**config.mk**
```make
export PLATFORM = sky130hd
export DESIGN_NAME = pipe_list_command_parser_top
export DESIGN_NICKNAME = d
export VERILOG_FILES = /design/src/design/plcp_pkg.sv /design/src/design/pipe_list_command_parser_top.sv
export VERILOG_INCLUDE_DIRS = /design/src /design/src/design
export SDC_FILE = /design/constraint.sdc
export NUM_CORES = 1
export LEC_CHECK = 0
export BUFFER_PORTS_ARGS = -buffer_cell sky130_fd_sc_hd__buf_2
export CORE_MARGIN = 3
export CORE_UTILIZATION = 50
export DETAILED_ROUTE_END_ITERATION = 8
export MAX_ROUTING_LAYER = met4
export PLACE_DENSITY = 0.73
export SLEW_MARGIN = 40
export SYNTH_ARGS = -nofsm -noshare
export SYNTH_HDL_FRONTEND = slang
export SYNTH_SLANG_ARGS = --single-unit
```
**constraint.sdc**
```tcl
create_clock -name clk -period 4.2 [get_ports clk]
set_clock_uncertainty 0.05 [all_clocks]
set_input_delay 0.42 -clock clk [delete_from_list [all_inputs] [get_ports clk]]
set_output_delay 0.42 -clock clk [all_outputs]
set_load 0.05 [all_outputs]
```
**src/design/pipe_list_command_parser_top_macros.svh**
```systemverilog
// Assertion macros used by the parser top module.
`ifndef PIPE_LIST_COMMAND_PARSER_TOP_MACROS_SVH
`define PIPE_LIST_COMMAND_PARSER_TOP_MACROS_SVH

// Same-cycle implication, sampled on clk and disabled while in reset.
`define PLCP_ASSERT_NOW(label, ante, cons, msg) \
    label: assert property (@(posedge clk) disable iff (!rst_n) (ante) |-> (cons)) \
        else $error(msg);

// Next-cycle implication, sampled on clk and disabled while in reset.
`define PLCP_ASSERT_NEXT(label, ante, cons, msg) \
    label: assert property (@(posedge clk) disable iff (!rst_n) (ante) |=> (cons)) \
        else $error(msg);

`endif

```
**src/design/plcp_pkg.sv**
```systemverilog
// Types, character codes and helper functions for the pipe-list command parser.
package plcp_pkg;

    // One input transaction: a packet byte and its end-of-packet flag.
    typedef struct packed {
        logic [7:0] data_byte;
        logic       last_byte;
    } in_item_t;

    // One result transaction.
    typedef struct packed {
        logic        accepted;
        logic [15:0] clear_mask;
    } res_item_t;

    // Parsing phase of the current section.
    typedef enum logic [1:0] {
        PH_SKIP = 2'd0,
        PH_LIST = 2'd1,
        PH_BAD  = 2'd2
    } phase_t;

    // Per-segment number conversion flags.
    typedef struct packed {
        logic nonempty;
        logic started;
        logic neg;
        logic stopped;
    } seg_flags_t;

    localparam logic [7:0] CH_PIPE  = 8'h7C;
    localparam logic [7:0] CH_COLON = 8'h3A;
    localparam logic [7:0] CH_MINUS = 8'h2D;
    localparam logic [7:0] CH_PLUS  = 8'h2B;
    localparam logic [7:0] CH_ZERO  = 8'h30;
    localparam logic [7:0] CH_NINE  = 8'h39;
    localparam logic [7:0] CH_SPACE = 8'h20;
    localparam logic [7:0] CH_TAB   = 8'h09;
    localparam logic [7:0] CH_CR    = 8'h0D;

    // Magic text that closes every valid packet, first character at index 0.
    localparam int MAGIC_LEN = 8;
    localparam logic [7:0] MAGIC_TEXT [MAGIC_LEN] = '{
        8'h61, 8'h21, 8'h63, 8'h2B, 8'h65, 8'h39, 8'h30, 8'h40
    };

    // Whitespace as the C library sees it: space, tab, newline, VT, FF, CR.
    function automatic logic is_space(input logic [7:0] c);
        return (c == CH_SPACE) || (c inside {[CH_TAB:CH_CR]});
    endfunction

    function automatic logic is_digit(input logic [7:0] c);
        return c inside {[CH_ZERO:CH_NINE]};
    endfunction

endpackage

```
**src/design/pipe_list_command_parser_top.sv**
```systemverilog
// Pipe-list command parser: suffix delay line, segment parser and result buffer.
// A result is registered from the last_byte transaction, into the skid stage if the output stalls.
// Throughput: one byte per cycle unless item_stall is high; the parser update is one register stage.
// The output register plus a skid stage let bytes flow while a result waits to be taken.
// Reset (rst_n low, asynchronous) empties the result buffer and returns the parser
// to its packet-start state; the suffix delay line needs no reset.
`include "pipe_list_command_parser_top_macros.svh"

module pipe_list_command_parser_top #(
    parameter int SLOT_COUNT    = 16,
    parameter int SUFFIX_LENGTH = 8
) (
    input  logic                clk,
    input  logic                rst_n,
    input  logic                item_valid,
    output logic                item_stall,
    input  plcp_pkg::in_item_t  item,
    output logic                result_valid,
    input  logic                result_stall,
    output plcp_pkg::res_item_t result
);
    import plcp_pkg::*;

    localparam int CW = $clog2(SUFFIX_LENGTH + 2);
    localparam int VW = $clog2(SLOT_COUNT + 1);
    localparam int PW = VW + 4;

    logic [7:0]        tail_reg [SUFFIX_LENGTH];
    logic [7:0]        tail_next [SUFFIX_LENGTH];
    logic [CW-1:0]     count_reg, count_next;
    phase_t            phase_reg, phase_next, phase_p;
    logic [VW-1:0]     value_reg, value_next, value_p;
    seg_flags_t        flags_reg, flags_next, flags_p;
    logic [SLOT_COUNT-1:0] pending_reg, pending_next, pending_p;

    logic              accept;
    logic              finish;
    logic [7:0]        c;
    logic [PW-1:0]     prod;
    logic              neg_seg;
    logic              suffix_ok;
    logic [15:0]       mask16;
    res_item_t         res_new;

    res_item_t         out_reg, skid_reg;
    logic              out_valid_reg, skid_valid_reg;

    assign accept = item_valid && !item_stall;
    assign finish = accept && item.last_byte;
    assign c      = tail_reg[0];

    // Parse the byte leaving the delay line, once the line is full.
    always_comb
    begin
        phase_p   = phase_reg;
        value_p   = value_reg;
        flags_p   = flags_reg;
        pending_p = pending_reg;
        neg_seg   = flags_reg.neg && (value_reg != '0);
        prod      = ({4'b0, value_reg} << 3) + ({4'b0, value_reg} << 1) + PW'(c[3:0]);
        if (count_reg >= CW'(SUFFIX_LENGTH))
        begin
            if (c == CH_COLON)
            begin
                phase_p   = PH_SKIP;
                value_p   = '0;
                flags_p   = '0;
                pending_p = '0;
            end
            else if (phase_reg == PH_SKIP)
            begin
                if (!is_space(c))
                begin
                    phase_p = (c == CH_PIPE) ? PH_LIST : PH_BAD;
                    value_p = '0;
                    flags_p = '0;
                end
            end
            else if (phase_reg == PH_LIST)
            begin
                if (c == CH_PIPE)
                begin
                    // Close the segment: a non-negative in-range value marks its slot.
                    if (flags_reg.nonempty && !neg_seg)
                    begin
                        for (int i = 0; i < SLOT_COUNT; i++)
                        begin
                            if (value_reg == VW'(i))
                            begin
                                pending_p[i] = 1'b1;
                            end
                        end
                    end
                    value_p = '0;
                    flags_p = '0;
                end
                else
                begin
                    flags_p.nonempty = 1'b1;
                    if (!flags_reg.stopped)
                    begin
                        if (is_digit(c))
                        begin
                            flags_p.started = 1'b1;
                            value_p = (prod > PW'(SLOT_COUNT)) ? VW'(SLOT_COUNT)
                                                               : prod[VW-1:0];
                        end
                        else if (!flags_reg.started)
                        begin
                            if (!is_space(c))
                            begin
                                flags_p.started = 1'b1;
                                if (c == CH_MINUS)
                                begin
                                    flags_p.neg = 1'b1;
                                end
                                else if (c != CH_PLUS)
                                begin
                                    flags_p.stopped = 1'b1;
                                end
                            end
                        end
                        else
                        begin
                            flags_p.stopped = 1'b1;
                        end
                    end
                end
            end
        end
    end

    // Shift the delay line and advance the saturating byte count.
    always_comb
    begin
        for (int i = 0; i < SUFFIX_LENGTH - 1; i++)
        begin
            tail_next[i] = tail_reg[i + 1];
        end
        tail_next[SUFFIX_LENGTH - 1] = item.data_byte;
        count_next = (count_reg <= CW'(SUFFIX_LENGTH)) ? count_reg + CW'(1) : count_reg;
    end

    // Compare the shifted delay line, including the incoming byte, against the tail of the magic text.
    always_comb
    begin
        suffix_ok = 1'b1;
        for (int i = 0; i < SUFFIX_LENGTH; i++)
        begin
            if (tail_next[i] != MAGIC_TEXT[MAGIC_LEN - SUFFIX_LENGTH + i])
            begin
                suffix_ok = 1'b0;
            end
        end
    end

    // Slots above bit 15 are dropped; missing slots read as zero.
    for (genvar g = 0; g < 16; g++)
    begin : g_mask
        if (g < SLOT_COUNT)
        begin : g_slot
            assign mask16[g] = pending_p[g];
        end
        else
        begin : g_none
            assign mask16[g] = 1'b0;
        end
    end

    // Build the result and choose the next packet state.
    always_comb
    begin
        res_new.accepted   = (count_next == CW'(SUFFIX_LENGTH + 1)) &&
                             (phase_p == PH_LIST) && suffix_ok;
        res_new.clear_mask = res_new.accepted ? mask16 : 16'h0000;
    end

    always_comb
    begin
        if (finish)
        begin
            phase_next   = PH_SKIP;
            value_next   = '0;
            flags_next   = '0;
            pending_next = '0;
        end
        else
        begin
            phase_next   = phase_p;
            value_next   = value_p;
            flags_next   = flags_p;
            pending_next = pending_p;
        end
    end

    // Packet state registers.
    always_ff @(posedge clk or negedge rst_n)
    begin
        if (!rst_n)
        begin
            count_reg   <= '0;
            phase_reg   <= PH_SKIP;
            value_reg   <= '0;
            flags_reg   <= '0;
            pending_reg <= '0;
        end
        else if (accept)
        begin
            count_reg   <= finish ? '0 : count_next;
            phase_reg   <= phase_next;
            value_reg   <= value_next;
            flags_reg   <= flags_next;
            pending_reg <= pending_next;
        end
    end

    // Delay line holding the candidate suffix.
    always_ff @(posedge clk)
    begin
        if (accept)
        begin
            tail_reg <= tail_next;
        end
    end

    // Output register with a skid stage behind it.
    always_ff @(posedge clk or negedge rst_n)
    begin
        if (!rst_n)
        begin
            out_valid_reg  <= 1'b0;
            skid_valid_reg <= 1'b0;
        end
        else
        begin
            if (!out_valid_reg || !result_stall)
            begin
                out_valid_reg  <= skid_valid_reg || finish;
                skid_valid_reg <= 1'b0;
            end
            else if (finish)
            begin
                skid_valid_reg <= 1'b1;
            end
        end
    end

    always_ff @(posedge clk)
    begin
        if (!out_valid_reg || !result_stall)
        begin
            out_reg <= skid_valid_reg ? skid_reg : res_new;
        end
        else if (finish)
        begin
            skid_reg <= res_new;
        end
    end

    assign item_stall   = skid_valid_reg;
    assign result_valid = out_valid_reg;
    assign result       = out_reg;

    `PLCP_ASSERT_NOW(a_skid_needs_out, skid_valid_reg, out_valid_reg, "skid full while output empty")
    `PLCP_ASSERT_NOW(a_reject_zero_mask, out_valid_reg && !out_reg.accepted, out_reg.clear_mask == 16'h0000, "rejected result with nonzero mask")
    `PLCP_ASSERT_NEXT(a_packet_cleared, finish, (count_reg == '0) && (phase_reg == PH_SKIP), "packet state not cleared after last byte")
    `PLCP_ASSERT_NOW(a_mask_only_in_list, phase_reg != PH_LIST, pending_reg == '0, "pending mask set outside a pipe list")

endmodule
```
==> flow_metrics.tcl <==
set metrics [dict create \
    vias_in_the_first_global_route 3652 \
    r2r_start "value_reg[0]$_DFFE_PN0P_" \
    routed_wire_length_per_instance_um 17.7 \
    hold_class "in -> reg" \
    worstSetupPathType "reg -> reg" \
    vdd.ir_drop.worst_uv 367 \
    most_used_cells_in_the_layout_excluding_fill_and_tap_cells "sky130_fd_sc_hd__edfxtp_1 (98), sky130_fd_sc_hd__nor2_1 (51), sky130_fd_sc_hd__nand2_1 (41)" \
    most_common_cell_after_layout_fill_and_taps_aside "sky130_fd_sc_hd__edfxtp_1" \
    finalHoldViolCount 0 \
    wirelength_um 11100 \
    cell_area_after_technology_mapping_sq_mm 0.00563 \
    share_of_layout_cells_above_drive_strength_1 0.173 \
    diodes 0 \
    antenna_found_initial 0 \
    timing.critical_path.from "value_reg[0]$_DFFE_PN0P_" \
    run_status "completed" \
    floorplan.die.width_um 112 \
    num_vias 3726 \
    root_buffer "sky130_fd_sc_hd__clkbuf_16" \
    yosys_warnings 0 \
    power_density_mw_per_mm2 503 \
    synth-edff-count 98 \
    largest_reg_flops 56 \
    mean_number_of_vias_per_cell 5.96 \
    library_cells_used_by_synthesis 62 \
    fmax_mhz 309 \
    max-clock-path-buffers 2 \
    netSwitchingPower_uw 767 \
    io_pins 32 \
    power.switching_fraction 0.232 \
    sequential_to_total_area_share_from_yosys_stat 0.669 \
    first_iter_violations 335 \
    fin_crit_ns 3.24 \
    drcViolationCount 0 \
    post-cts-setup-buffers 0 \
    nFillCells 833 \
    dominantRegCellSynth "sky130_fd_sc_hd__edfxtp_1" \
    required_time_worst_endpoint_ns 4.50 \
    leakagePower_nw 2.43 \
    totalNegativeSetupSlack_ns 0 \
    drt_pass1_iterations 5 \
    clock_insertion_delay_worst_skew_ns 0.42 \
    clkSinkCount 131 \
    netlist_instances 432 \
    clk_pin_slew_worst_paths_ns 0.06 \
    global_route.usage.total 0.190 \
    cp.arrival_ns 3.54 \
    combinationalPowerShare 0.067 \
    min_period_over_period 0.771 \
    clockPowerShare 0.470 \
    worstMarginPinSlew_ns 0.735 \
    initial_utilization 0.515 \
    r2r_cells 9 \
    final-setup-viol-count 0 \
    holdCritStartpoint "item[4]" \
    place_congestion 0.857 \
    fin_util 0.601 \
    postSynthNetCount 458 \
    grt_setup_unrepaired "no" \
    timing.critical_path.from_type "flop" \
    area.growth.synth_to_final_pct 16.8 \
    timing_max_transition_violations_final 0 \
    hpwl_um 7330 \
    detail-route-antenna-nets 0 \
    htree_num_levels 4 \
    io_buf_count 31 \
    core.rowCount 38 \
    drv_cap 0 \
    numCtsBuffers 17 \
    timing.critical_path.to_type "flop" \
    die_area_sq_mm 0.0126 \
    postSynthAreaPerCell_sq_um 13.0 \
    multiInputGateArea_sq_mm 0.00174 \
    core_area_sq_mm 0.0109 \
    internal_power_mw 2.54 \
    synth-async-reset-ratio 0.252 \
    floorplan.die.height_um 112 \
    worst_slew_margin_rel 0.506 \
    hold_path_depth 1 \
    max_fanout_on_critical_path 11 \
    seq_area_sq_mm 0.00377 \
    grt_pass1_wl_um 18100 \
    grt_max_degree 70 \
    grt_overflow_total 0 \
    final_nets 498 \
    clock_tree_from_tritoncts "done" \
    seq_power_share 0.463 \
    ffs_latches_synth 131 \
]
-- layer usage --
metal  global-route usage  wire (um)
met2                0.301       5470
met5                    -          0
met1                0.234       4730
met4               0.0625        210
met3               0.0593        670
-- synth_stat cells (6+ instances only) --
master | n | area [sq um]
sky130_fd_sc_hd__edfxtp_1 | 98 | 2940
sky130_fd_sc_hd__nor2_1 | 51 | 191
sky130_fd_sc_hd__nand2_1 | 42 | 158
sky130_fd_sc_hd__dfrtp_1 | 33 | 826
sky130_fd_sc_hd__a21oi_1 | 26 | 130
sky130_fd_sc_hd__inv_1 | 15 | 56.3
sky130_fd_sc_hd__o31ai_1 | 14 | 105
sky130_fd_sc_hd__o21ai_0 | 12 | 60.1
sky130_fd_sc_hd__ha_1 | 11 | 138
sky130_fd_sc_hd__a31oi_1 | 9 | 56.3
sky130_fd_sc_hd__buf_2 | 8 | 40.0
sky130_fd_sc_hd__nand4_1 | 8 | 50.1
sky130_fd_sc_hd__nor3_1 | 8 | 40.0
sky130_fd_sc_hd__clkbuf_1 | 7 | 26.3
sky130_fd_sc_hd__nor4b_1 | 7 | 61.3
sky130_fd_sc_hd__a22o_1 | 6 | 52.6
-- power groups by stage --
stage	combinational [mW]	clock (mW)	sequential, mW
final	0.221	1.55	1.53
after global routing	0.239	1.63	1.54
after CTS	0.220	1.57	1.53
after detailed placement	0.217	0	1.55
after global placement	0.208	0	1.55
after floorplan	0.0984	0	1.60
-- cell families (layout without fill, tap and decap cells) --
| kind of cell | count (synthesis) | in the layout | share of synthesized area |
|---|---|---|---|
| adders and majority gates | 13 | 13 | 0.0316 |
| buffers and inverters | 32 | 85 | 0.0233 |
| and+or+nand+nor | 161 | 161 | 0.159 |
| DFF | 131 | 131 | 0.669 |
| AOI/OAI and AO/OA | 94 | 94 | 0.115 |
| xor gates and xnor gates | 1 | 1 | 0.00156 |
-- path summary, 6_finish.rpt --
path                                            endpoint  slack (ns)
worst max-delay path            value_reg[1]$_DFFE_PN0P_        0.96
worst min-delay path             tail_next[11]$_DFFE_PP_        0.14
worst max register to register  value_reg[1]$_DFFE_PN0P_        0.96
worst min register to register   tail_next[38]$_DFFE_PP_        0.39
max in group asynchronous       count_reg[0]$_DFFE_PN0P_        3.35
min in group asynchronous       value_reg[3]$_DFFE_PN0P_        0.44
-- cell type report --
class,instances,area share
Timing Repair Buffer,37,0.0318
Sequential cell,131,0.573
Clock inverter,15,0.0308
Tap cell,140,0.0266
Multi-Input combinational cell,269,0.264
Clock buffer,17,0.0647
Inverter,16,0.00913
-- timing repair --
| action | in CTS | in global routing |
|---|---|---|
| gates resized for setup | 0 | 0 |
| endpoints found under the hold margin | 0 | 33 |
| hold buffers | 0 | 1 |
-- worst max-delay path: stages (launching register included) --
cell	delay [ns]
sky130_fd_sc_hd__dfrtp_1	0.57
sky130_fd_sc_hd__fa_1	0.62
sky130_fd_sc_hd__inv_1	0.07
sky130_fd_sc_hd__fa_1	0.57
sky130_fd_sc_hd__nor4b_1	0.46
sky130_fd_sc_hd__nor2_1	0.08
sky130_fd_sc_hd__a2bb2oi_1	0.15
sky130_fd_sc_hd__o2bb2ai_1	0.20
sky130_fd_sc_hd__and3_1	0.26
sky130_fd_sc_hd__a22o_1	0.16
-- stage by stage --
step                      instance area (sq um)  total power, mW  worst slack, ns  std cells  hold WS [ns]
after floorplan                            5630             1.70            0.926        432        0.0744
final                                      6580             3.31            0.960        625         0.141
after global placement                     5920             1.76             1.09        591         0.373
after global routing                       6580             3.41            0.763        625         0.133
after CTS                                  6560             3.32            0.997        624        0.0487
after detailed placement                   5930             1.77             1.03        592         0.374
Power figures use the tool's default switching activity.
